[src/hw/rtl/rstm_pkg.sv]
`timescale 1ns / 1ps
`default_nettype none
package rstm_pkg;

  localparam int RingDepth = 32;
  localparam int SlotW = $clog2(RingDepth);
  localparam int CountW = $clog2(RingDepth + 1);
  localparam int SumW = 16 + SlotW + 8;
  localparam logic [16:0] AgeMax = 17'h1FFFF;
  localparam logic [15:0] EmptyLatest = 16'hFFFF;

  localparam logic [1:0] ActTick = 2'd0;
  localparam logic [1:0] ActReading = 2'd1;
  localparam logic [1:0] ActQuery = 2'd2;

  localparam logic [2:0] StOk = 3'd0;
  localparam logic [2:0] StStale = 3'd1;
  localparam logic [2:0] StBadMin = 3'd2;
  localparam logic [2:0] StBadFrac = 3'd3;
  localparam logic [2:0] StTooFew = 3'd4;
  localparam logic [2:0] StNoneKept = 3'd5;

  localparam logic [1:0] RegAgeLimit = 2'd0;
  localparam logic [1:0] RegTrim = 2'd1;
  localparam logic [1:0] RegMinRd = 2'd2;
  localparam logic [1:0] RegMaxRd = 2'd3;

  typedef struct packed {
    logic [1:0]  action;
    logic [15:0] range_value;
  } in_item_t;

  typedef struct packed {
    logic [2:0]  status;
    logic [23:0] mean_q8;
    logic [5:0]  used_count;
    logic [15:0] latest_value;
    logic [16:0] age_ms;
  } out_item_t;

  // Commands from the controller to the datapath.
  typedef struct packed {
    logic load;      // latch the query and pick status
    logic copy;      // copy one ring entry into scratch
    logic sort_step; // one compare-exchange step
    logic sum_step;  // add one kept entry
    logic div_init;  // start the divider
    logic div_step;  // one quotient bit
    logic emit;      // drive result
  } dp_cmd_t;

  // Status from the datapath to the controller.
  typedef struct packed {
    logic do_filter;  // checks passed
    logic copy_done;
    logic sort_done;
    logic sum_done;
    logic div_done;
    logic none_kept;
  } dp_stat_t;

endpackage
`default_nettype wire

[src/hw/rtl/rstm_datapath.sv]
`timescale 1ns / 1ps
`default_nettype none
module rstm_datapath
  import rstm_pkg::*;
(
  input  wire logic      clk,
  input  wire logic      rst,
  input  wire logic      cfg_we,
  input  wire logic [15:0] cfg_addr_data,
  input  wire logic [1:0] cfg_index,
  input  wire logic      accept,
  input  wire in_item_t  item,
  input  wire dp_cmd_t   cmd,
  output dp_stat_t       stat,
  output out_item_t      res
);

  logic [15:0] age_limit;
  logic [8:0]  trim_q8;
  logic [5:0]  min_rd;
  logic [5:0]  max_rd;

  logic [15:0] ring [RingDepth];
  logic [15:0] scratch [RingDepth];
  logic [SlotW-1:0] wslot;
  logic [CountW-1:0] fill;
  logic [16:0] since;

  logic [SlotW-1:0] idx;      // copy / sum index
  logic [SlotW-1:0] pass_i;   // odd-even sort pass counter
  logic [CountW-1:0] used;
  logic [CountW-1:0] drop;
  logic [CountW-1:0] kept;
  logic [SumW-1:0] rem;
  logic [23:0] quo;
  logic [4:0]  qbit;
  logic [2:0]  st;
  logic [15:0] latest;
  logic [16:0] age_q;
  logic        odd_phase;

  // Configuration registers.
  always_ff @(posedge clk) begin
    if (rst) begin
      age_limit <= 16'd1000;
      trim_q8 <= 9'd128;
      min_rd <= 6'd1;
      max_rd <= 6'd32;
    end else if (cfg_we) begin
      case (cfg_index)
        RegAgeLimit: age_limit <= cfg_addr_data;
        RegTrim: trim_q8 <= cfg_addr_data[8:0];
        RegMinRd: min_rd <= cfg_addr_data[5:0];
        RegMaxRd: max_rd <= cfg_addr_data[5:0];
        default: ;
      endcase
    end
  end

  // Ring pointer, fill level and age counter.
  logic flush;
  logic [SlotW-1:0] wr_slot;
  assign flush = since > {1'b0, age_limit};
  assign wr_slot = flush ? '0 : wslot;
  always_ff @(posedge clk) begin
    if (rst) begin
      wslot <= '0;
      fill <= '0;
      since <= AgeMax;
    end else if (accept) begin
      case (item.action)
        ActTick: if (since != AgeMax) since <= since + 17'd1;
        ActReading: begin
          since <= '0;
          wslot <= wr_slot + 1'b1;
          if (flush) fill <= CountW'(1);
          else if (fill != CountW'(RingDepth)) fill <= fill + 1'b1;
        end
        default: ;
      endcase
    end
  end

  // Ring store and registered copy read.
  logic [15:0] ring_rd;
  logic [SlotW-1:0] rd_slot;
  assign rd_slot = wslot - SlotW'(1) - idx;
  always_ff @(posedge clk) begin
    if (accept && item.action == ActReading) ring[wr_slot] <= item.range_value;
    ring_rd <= ring[rd_slot];
  end

  // Query: status checks and derived counts.
  logic [CountW-1:0] used_c;
  logic [CountW+8:0] share;
  logic [CountW-1:0] drop_c;
  logic [2:0] st_c;
  always_comb begin
    used_c = ({1'b0, max_rd} > 7'(fill)) ? fill : CountW'(max_rd);
    share = (CountW+9)'(used_c) * (CountW+9)'(trim_q8);
    drop_c = CountW'((share[CountW+8:8] + 1'b1) >> 1);
    if (since >= {1'b0, age_limit}) st_c = StStale;
    else if (min_rd == 6'd0) st_c = StBadMin;
    else if (trim_q8 > 9'd256) st_c = StBadFrac;
    else if (7'(fill) < {1'b0, min_rd}) st_c = StTooFew;
    else st_c = StOk;
  end

  // Copy, odd-even transposition sort, sum and restoring division.
  // The first sort cycle only lets the last copied entry land in scratch.
  logic copy_v;
  logic [SlotW-1:0] copy_idx;
  always_ff @(posedge clk) begin
    copy_v <= cmd.copy;
    copy_idx <= idx;
    if (copy_v) scratch[copy_idx] <= ring_rd;
    if (cmd.sort_step && !copy_v) begin
      for (int k = 0; k < RingDepth - 1; k++) begin
        if ((k[0] == odd_phase) && (CountW'(k + 1) < used) &&
            (scratch[k] > scratch[k+1])) begin
          scratch[k] <= scratch[k+1];
          scratch[k+1] <= scratch[k];
        end
      end
    end
  end

  logic [SumW-1:0] trial;
  assign trial = {rem[SumW-2:0], quo[23]} - SumW'(kept);
  always_ff @(posedge clk) begin
    if (rst) begin
      idx <= '0; pass_i <= '0; odd_phase <= 1'b0;
    end else begin
      if (cmd.load) begin
        st <= st_c;
        latest <= (fill != '0) ? ring[wslot - SlotW'(1)] : EmptyLatest;
        age_q <= since;
        used <= (st_c == StOk) ? used_c : '0;
        drop <= drop_c;
        kept <= used_c - (drop_c << 1);
        idx <= '0;
        pass_i <= '0;
        odd_phase <= 1'b0;
        rem <= '0;
      end
      if (cmd.copy) idx <= idx + 1'b1;
      if (cmd.sort_step) begin
        idx <= SlotW'(drop);
        if (!copy_v) begin
          odd_phase <= ~odd_phase;
          pass_i <= pass_i + 1'b1;
        end
      end
      if (cmd.sum_step) begin
        rem <= rem + SumW'(scratch[idx]);
        idx <= idx + 1'b1;
      end
      if (cmd.div_init) begin
        quo <= 24'(rem << 8);
        rem <= SumW'(rem >> 16);
        qbit <= '0;
      end
      if (cmd.div_step) begin
        qbit <= qbit + 1'b1;
        if (!trial[SumW-1]) begin
          rem <= trial;
          quo <= {quo[22:0], 1'b1};
        end else begin
          rem <= {rem[SumW-2:0], quo[23]};
          quo <= {quo[22:0], 1'b0};
        end
      end
    end
  end

  always_comb begin
    stat.do_filter = (st == StOk);
    stat.copy_done = (CountW'(idx) + 1'b1 >= used) || (used == '0);
    stat.sort_done = (pass_i == SlotW'(RingDepth - 1));
    stat.sum_done = (CountW'(idx) + 1'b1 >= used - drop);
    stat.div_done = (qbit == 5'd23);
    stat.none_kept = ((drop << 1) >= used);
    res.status = (st == StOk && stat.none_kept) ? StNoneKept : st;
    res.mean_q8 = (st == StOk && !stat.none_kept) ? quo : 24'd0;
    res.used_count = 6'(used);
    res.latest_value = latest;
    res.age_ms = age_q;
  end

endmodule
`default_nettype wire

[src/hw/rtl/rstm_ctrl.sv]
`timescale 1ns / 1ps
`default_nettype none
module rstm_ctrl
  import rstm_pkg::*;
(
  input  wire logic     clk,
  input  wire logic     rst,
  input  wire logic     start,
  input  wire logic [1:0] action,
  input  wire dp_stat_t stat,
  output logic          busy,
  output logic          done,
  output dp_cmd_t       cmd
);

  typedef enum logic [2:0] {
    S_IDLE, S_LOAD, S_COPY, S_SORT, S_SUM, S_DIVI, S_DIV, S_EMIT
  } state_t;
  state_t state;

  // Sequencer for one query.
  always_ff @(posedge clk) begin
    if (rst) begin
      state <= S_IDLE;
      busy <= 1'b0;
      done <= 1'b0;
    end else begin
      done <= 1'b0;
      case (state)
        S_IDLE: if (start && action == ActQuery) begin
          state <= S_LOAD; busy <= 1'b1;
        end
        S_LOAD: state <= stat.do_filter ? S_COPY : S_EMIT;
        S_COPY: if (stat.copy_done) state <= S_SORT;
        S_SORT: if (stat.sort_done) state <= stat.none_kept ? S_EMIT : S_SUM;
        S_SUM: if (stat.sum_done) state <= S_DIVI;
        S_DIVI: state <= S_DIV;
        S_DIV: if (stat.div_done) state <= S_EMIT;
        S_EMIT: begin
          state <= S_IDLE; busy <= 1'b0; done <= 1'b1;
        end
        default: state <= S_IDLE;
      endcase
    end
  end

  always_comb begin
    cmd = '0;
    cmd.load = (state == S_IDLE) && start && action == ActQuery;
    cmd.copy = (state == S_COPY);
    cmd.sort_step = (state == S_SORT);
    cmd.sum_step = (state == S_SUM);
    cmd.div_init = (state == S_DIVI);
    cmd.div_step = (state == S_DIV);
    cmd.emit = (state == S_EMIT);
  end

  a_done_after_emit: assert property (@(posedge clk) disable iff (rst)
    done |-> $past(state == S_EMIT)) else $error("done without emit");
  a_busy_idle: assert property (@(posedge clk) disable iff (rst)
    (state == S_IDLE) |-> !busy) else $error("busy in idle");
  a_one_cmd: assert property (@(posedge clk) disable iff (rst)
    $onehot0({cmd.copy, cmd.sort_step, cmd.sum_step, cmd.div_step}))
    else $error("command overlap");

endmodule
`default_nettype wire

[src/hw/rtl/range_sample_trimmed_mean_filter.sv]
// A tick or reading takes effect at its transfer edge. A filtered query steps through load,
// copy, sort, sum, divider start, divide and emit before done; an error status through
// load and emit only; a query with nothing kept through load, copy, sort and emit.
// Throughput: one query at a time; busy drops with done, so the next item can transfer then.
// The result strobe done is high for one cycle; the receiver cannot stall.
// Reset (rst, synchronous): ring empty, age saturated (stale), registers at defaults.
`timescale 1ns / 1ps
`default_nettype none
module range_sample_trimmed_mean_filter
  import rstm_pkg::*;
(
  input  wire logic      clk,
  input  wire logic      rst,
  input  wire logic      start,
  output logic           busy,
  input  wire in_item_t  in_item,
  output logic           done,
  output out_item_t      out_item,
  input  wire logic      cfg_we,
  input  wire logic [1:0] cfg_index,
  input  wire logic [15:0] cfg_data
);

  dp_cmd_t cmd;
  dp_stat_t stat;
  logic accept;
  assign accept = start && !busy;

  rstm_ctrl u_ctrl (
    .clk, .rst, .start(accept), .action(in_item.action), .stat, .busy, .done, .cmd
  );

  rstm_datapath u_dp (
    .clk, .rst, .cfg_we, .cfg_addr_data(cfg_data), .cfg_index, .accept,
    .item(in_item), .cmd, .stat, .res(out_item)
  );

endmodule
`default_nettype wire

[config.mk]
export PLATFORM = sky130hd
export DESIGN_NAME = range_sample_trimmed_mean_filter
export DESIGN_NICKNAME = d
export VERILOG_FILES = /design/src/hw/rtl/rstm_pkg.sv /design/src/hw/rtl/rstm_datapath.sv /design/src/hw/rtl/rstm_ctrl.sv /design/src/hw/rtl/range_sample_trimmed_mean_filter.sv
export SDC_FILE = /design/constraint.sdc
export NUM_CORES = 2
export LEC_CHECK = 0
export BUFFER_PORTS_ARGS = -buffer_cell sky130_fd_sc_hd__buf_2
export CAP_MARGIN = 20
export CORE_MARGIN = 3
export CORE_UTILIZATION = 50
export CTS_BUF_LIST = sky130_fd_sc_hd__clkbuf_4
export DETAILED_ROUTE_END_ITERATION = 10
export PLACE_DENSITY = 0.65
export SLEW_MARGIN = 30
export SYNTH_ARGS = -nofsm -noshare
export SYNTH_HDL_FRONTEND = slang
export SYNTH_SLANG_ARGS = --single-unit
[constraint.sdc]
create_clock -name clk -period 7.04 [get_ports clk]
set_clock_uncertainty 0.15 [all_clocks]
set_input_delay 2.112 -clock clk [delete_from_list [all_inputs] [get_ports clk]]
set_output_delay 2.112 -clock clk [all_outputs]
set_load 0.05 [all_outputs]
==> key figures <==
Run status
  • Status: finished clean

Placed design
  • I/O Buffers: 107
  • Placed cell area: 0.0831 mm²
  • DP Cell Count: 8,715
  • Global placer's final weighted congestion: 0.998
  • HPWL after DPL: 171 mm

Synth
  • Post-synth top area share: 43.1%
  • Post-Syn Nets: 7,403
  • Main synth FF type: edfxtp_1
  • FFs w/ async S/R, synth: 0%
  • Commonest cells in the netlist: edfxtp_1, inv_1, ha_1, nand2_1, mux4_2
  • Synth Warn #: 0
  • Netlist cell types: 98
  • FF+latch count, synth: 1,244
  • Post-Synthesis Cells: 6,720
  • Cell taking the most area after synthesis: edfxtp_1
  • Mapped cell area: 0.0792 mm²
  • Synthesized area per cell: 11.8 µm²
  • EDFF count, synth: 1,136
  • Most frequent cell after synthesis: edfxtp_1
  • Ranking of synthesized cells by area: edfxtp_1, mux4_2, ha_1, mux2i_1, inv_1
  • Sequential-to-total area share from yosys stat: 45.8%

Timing
  • RSZ-0062 raised after global routing: yes
  • Final Critical Period: 6.79 ns
  • Setup violations, final: 0
  • Slew HR: 31.8%
  • Worst-Margin Slew: 1.02 ns
  • Setup Total Neg Slack: 0 ns
  • WHS: 0.314 ns
  • Post-route clock period utilization: 96.5%
  • Final count of hold timing violations: 0
  • Achievable Freq: 147 MHz
  • Slew Limit Fails: 0

Pwr
  • Sw Pwr: 0.00906 W
  • Total Power: 0.0253 W
  • Worst IR Drop VDD: 0.220 mV
  • Pint: 0.0162 W
  • Power share of the clock group: 25.9%
  • Power per cell area: 288 mW/mm²
  • Reg power frac: 37.6%
  • Combinational share of power: 36.5%
  • Sw Ratio: 35.8%
  • LEAKAGE: 33.6 nW

Finish
  • Synthesis-to-layout area growth: 10.7%
  • Layout cell share with drive strength beyond 1: 21.4%
  • Layout Nets: 7,699
  • Non-filler cells, final: 9,323
  • Final Cell Area: 0.0876 mm²

Clock tree
  • H-Tree Depth: 5
  • Worst-path clk slew: 0.06 ns
  • Worst-skew pair later-pin latency: 1.37 ns
  • Clock sinks: 1,244
  • Num CTS Buffers: 349
  • Root Buffer: clkbuf_4
  • Hold-fix buffer count after cts: 0
  • Clk buf depth: 4
  • CTS tree: done

Worst setup path
  • Critical path's largest stage delay: 0.55 ns
  • CP max FO: 8
  • Critical path's slowest cell: fa_1
  • CP required: 7.95 ns
  • Setup crit end kind: flop
  • Most used cell, CP: buf_4
  • WS Path Type: reg2reg
  • Worst Setup Start Kind: flop
  • Crit path DAT: 7.70 ns

Floorplan
  • DIE AREA: 0.163 mm²
  • FP Rows: 145
  • Initial Util: 50.5%
  • Core Area: 0.157 mm²
  • # IOs: 108
  • Die extent in y: 404 µm
  • Die width: 404 µm

Drt
  • Via count: 58.8k
  • DR vias/cell: 6.30
  • Drt initial violations: 6,798
  • Antenna-violating nets left: 0
  • Wire per inst: 26.3 µm
  • Initial DRT Pass Iterations: 6
  • WL final: 246 mm
  • DRC Markers: 0

Global routing
  • All-Layer GR Usage: 29.8%
  • First-pass GRT wire length: 364 mm
  • GR Overflow Total: 0
  • Initial antenna violation count: 13
  • Number of global-route vias before repair: 57.3k
  • Largest net degree at the start of global routing: 99

Flow run
  • Max-cap violations: 0

Hold path
  • Worst min-delay path class: reg2reg
## power groups by stage
stage          registers (W)  logic [W]  clock network [W]
2_1_floorplan        0.00937    0.00612                  0
3_3_place_gp         0.00964    0.00884                  0
3_5_place_dp         0.00965    0.00903                  0
4_1_cts              0.00949    0.00907            0.00669
5_1_grt              0.00954    0.00984            0.00706
6_report             0.00951    0.00922            0.00655
## metrics by stage
| step | worst slack, ns | util (%) |
|---|---|---|
| floorplan | 0.0245 | - |
| global placement | -0.0760 | 53.0 |
| detailed placement | -0.0753 | 53.0 |
| CTS | 0.00701 | 55.7 |
| global route | -0.142 | 55.9 |
| finish | 0.247 | 55.9 |
## layout by cell type (no fill, tap or decap), types with 19 or more instances in the layout
cell type,n
o31ai_1,22
a221o_1,31
nand2_1,569
o221ai_1,23
a21oi_1,330
a22oi_1,37
buf_2,107
o211ai_1,23
clkinv_1,71
dfxtp_1,87
nor2_1,355
clkbuf_4,504
nor2b_1,116
edfxtp_1,1136
o21ai_0,361
a211oi_1,62
nand4_1,112
a21o_1,115
xnor2_1,51
nand2b_1,54
inv_1,635
ha_1,601
fa_1,30
a221oi_1,24
and2_1,59
mux4_2,480
nor3_1,47
nor4_1,36
o22ai_1,51
o21ai_1,19
a31oi_1,47
mux2i_1,260
mux2_2,34
o21a_1,87
nand3_1,78
buf_4,224
xor2_1,30
## path summary, 6_finish.rpt
path | from | endpoint | slack [ns] | depth (start not counted)
min reg2reg | u_dp.age_limit[1]$_SDFFE_PP0P_ | u_dp.age_limit[1]$_SDFFE_PP0P_ | 0.31 | 2
min | u_dp.age_limit[1]$_SDFFE_PP0P_ | u_dp.age_limit[1]$_SDFFE_PP0P_ | 0.31 | 2
max reg2reg | u_dp.fill[4]$_SDFFE_PP0P_ | u_dp.kept[5]$_DFFE_PP_ | 0.25 | 31
max | u_dp.fill[4]$_SDFFE_PP0P_ | u_dp.kept[5]$_DFFE_PP_ | 0.25 | 31
## area by class of cell
class | instances | area, µm²
clock buffers | 504 | 3780
flip-flops and latches | 1244 | 36300
multi-input cells | 4440 | 39700
diodes | 13 | 32.5
fillers | 13300 | 69100
repair buffers | 342 | 2430
well taps | 2058 | 2570
clock inverters | 83 | 407
inverters | 639 | 2400
## cells by family (layout without fill, tap and decap cells)
group                      after synthesis  count (layout)  synth area share (%)
and+or+nand+nor                       1575            1575                  9.46
adders and majority gates              644             644                  10.5
xor gates and xnor gates                92              92                  1.04
AOI/OAI and AO/OA                     1355            1355                  10.8
muxes                                  774             774                  17.4
buffers and inverters                 1036            1568                  4.97
other                                    0              13                     0
DFF                                   1244            1244                  45.8
## flip-flops by register name, summed over array words and instances (netlist names), 17 cells and up, named ones only
name	flops
u_dp.age_q	17
u_dp.quo	24
u_dp.rem	29
u_dp.ring	512
u_dp.scratch	512
u_dp.since	17
## critical path, delay by kind of cell, from the launching register on
kind | cells | cell delay (ns)
buf+inv | 8 | 0.89
fa+ha+maj | 6 | 2.42
flops | 1 | 0.34
simple gates | 8 | 1.01
compound gates | 6 | 1.18
xor+xnor | 3 | 0.55
## metal layers
metal | track usage (%) | wire length (µm)
met4 | 13.3 | 11600
met3 | 6.66 | 24100
met2 | 45.6 | 111000
met1 | 40.8 | 99200
met5 | 0.268 | 57
## repair_timing
action | CTS | global route
buffers inserted | 0 | 6
pin swaps | 0 | 14
endpoints found under the setup margin | 1 | 27
gates resized for setup | 9 | 24
(Power assumes the default switching activity.)
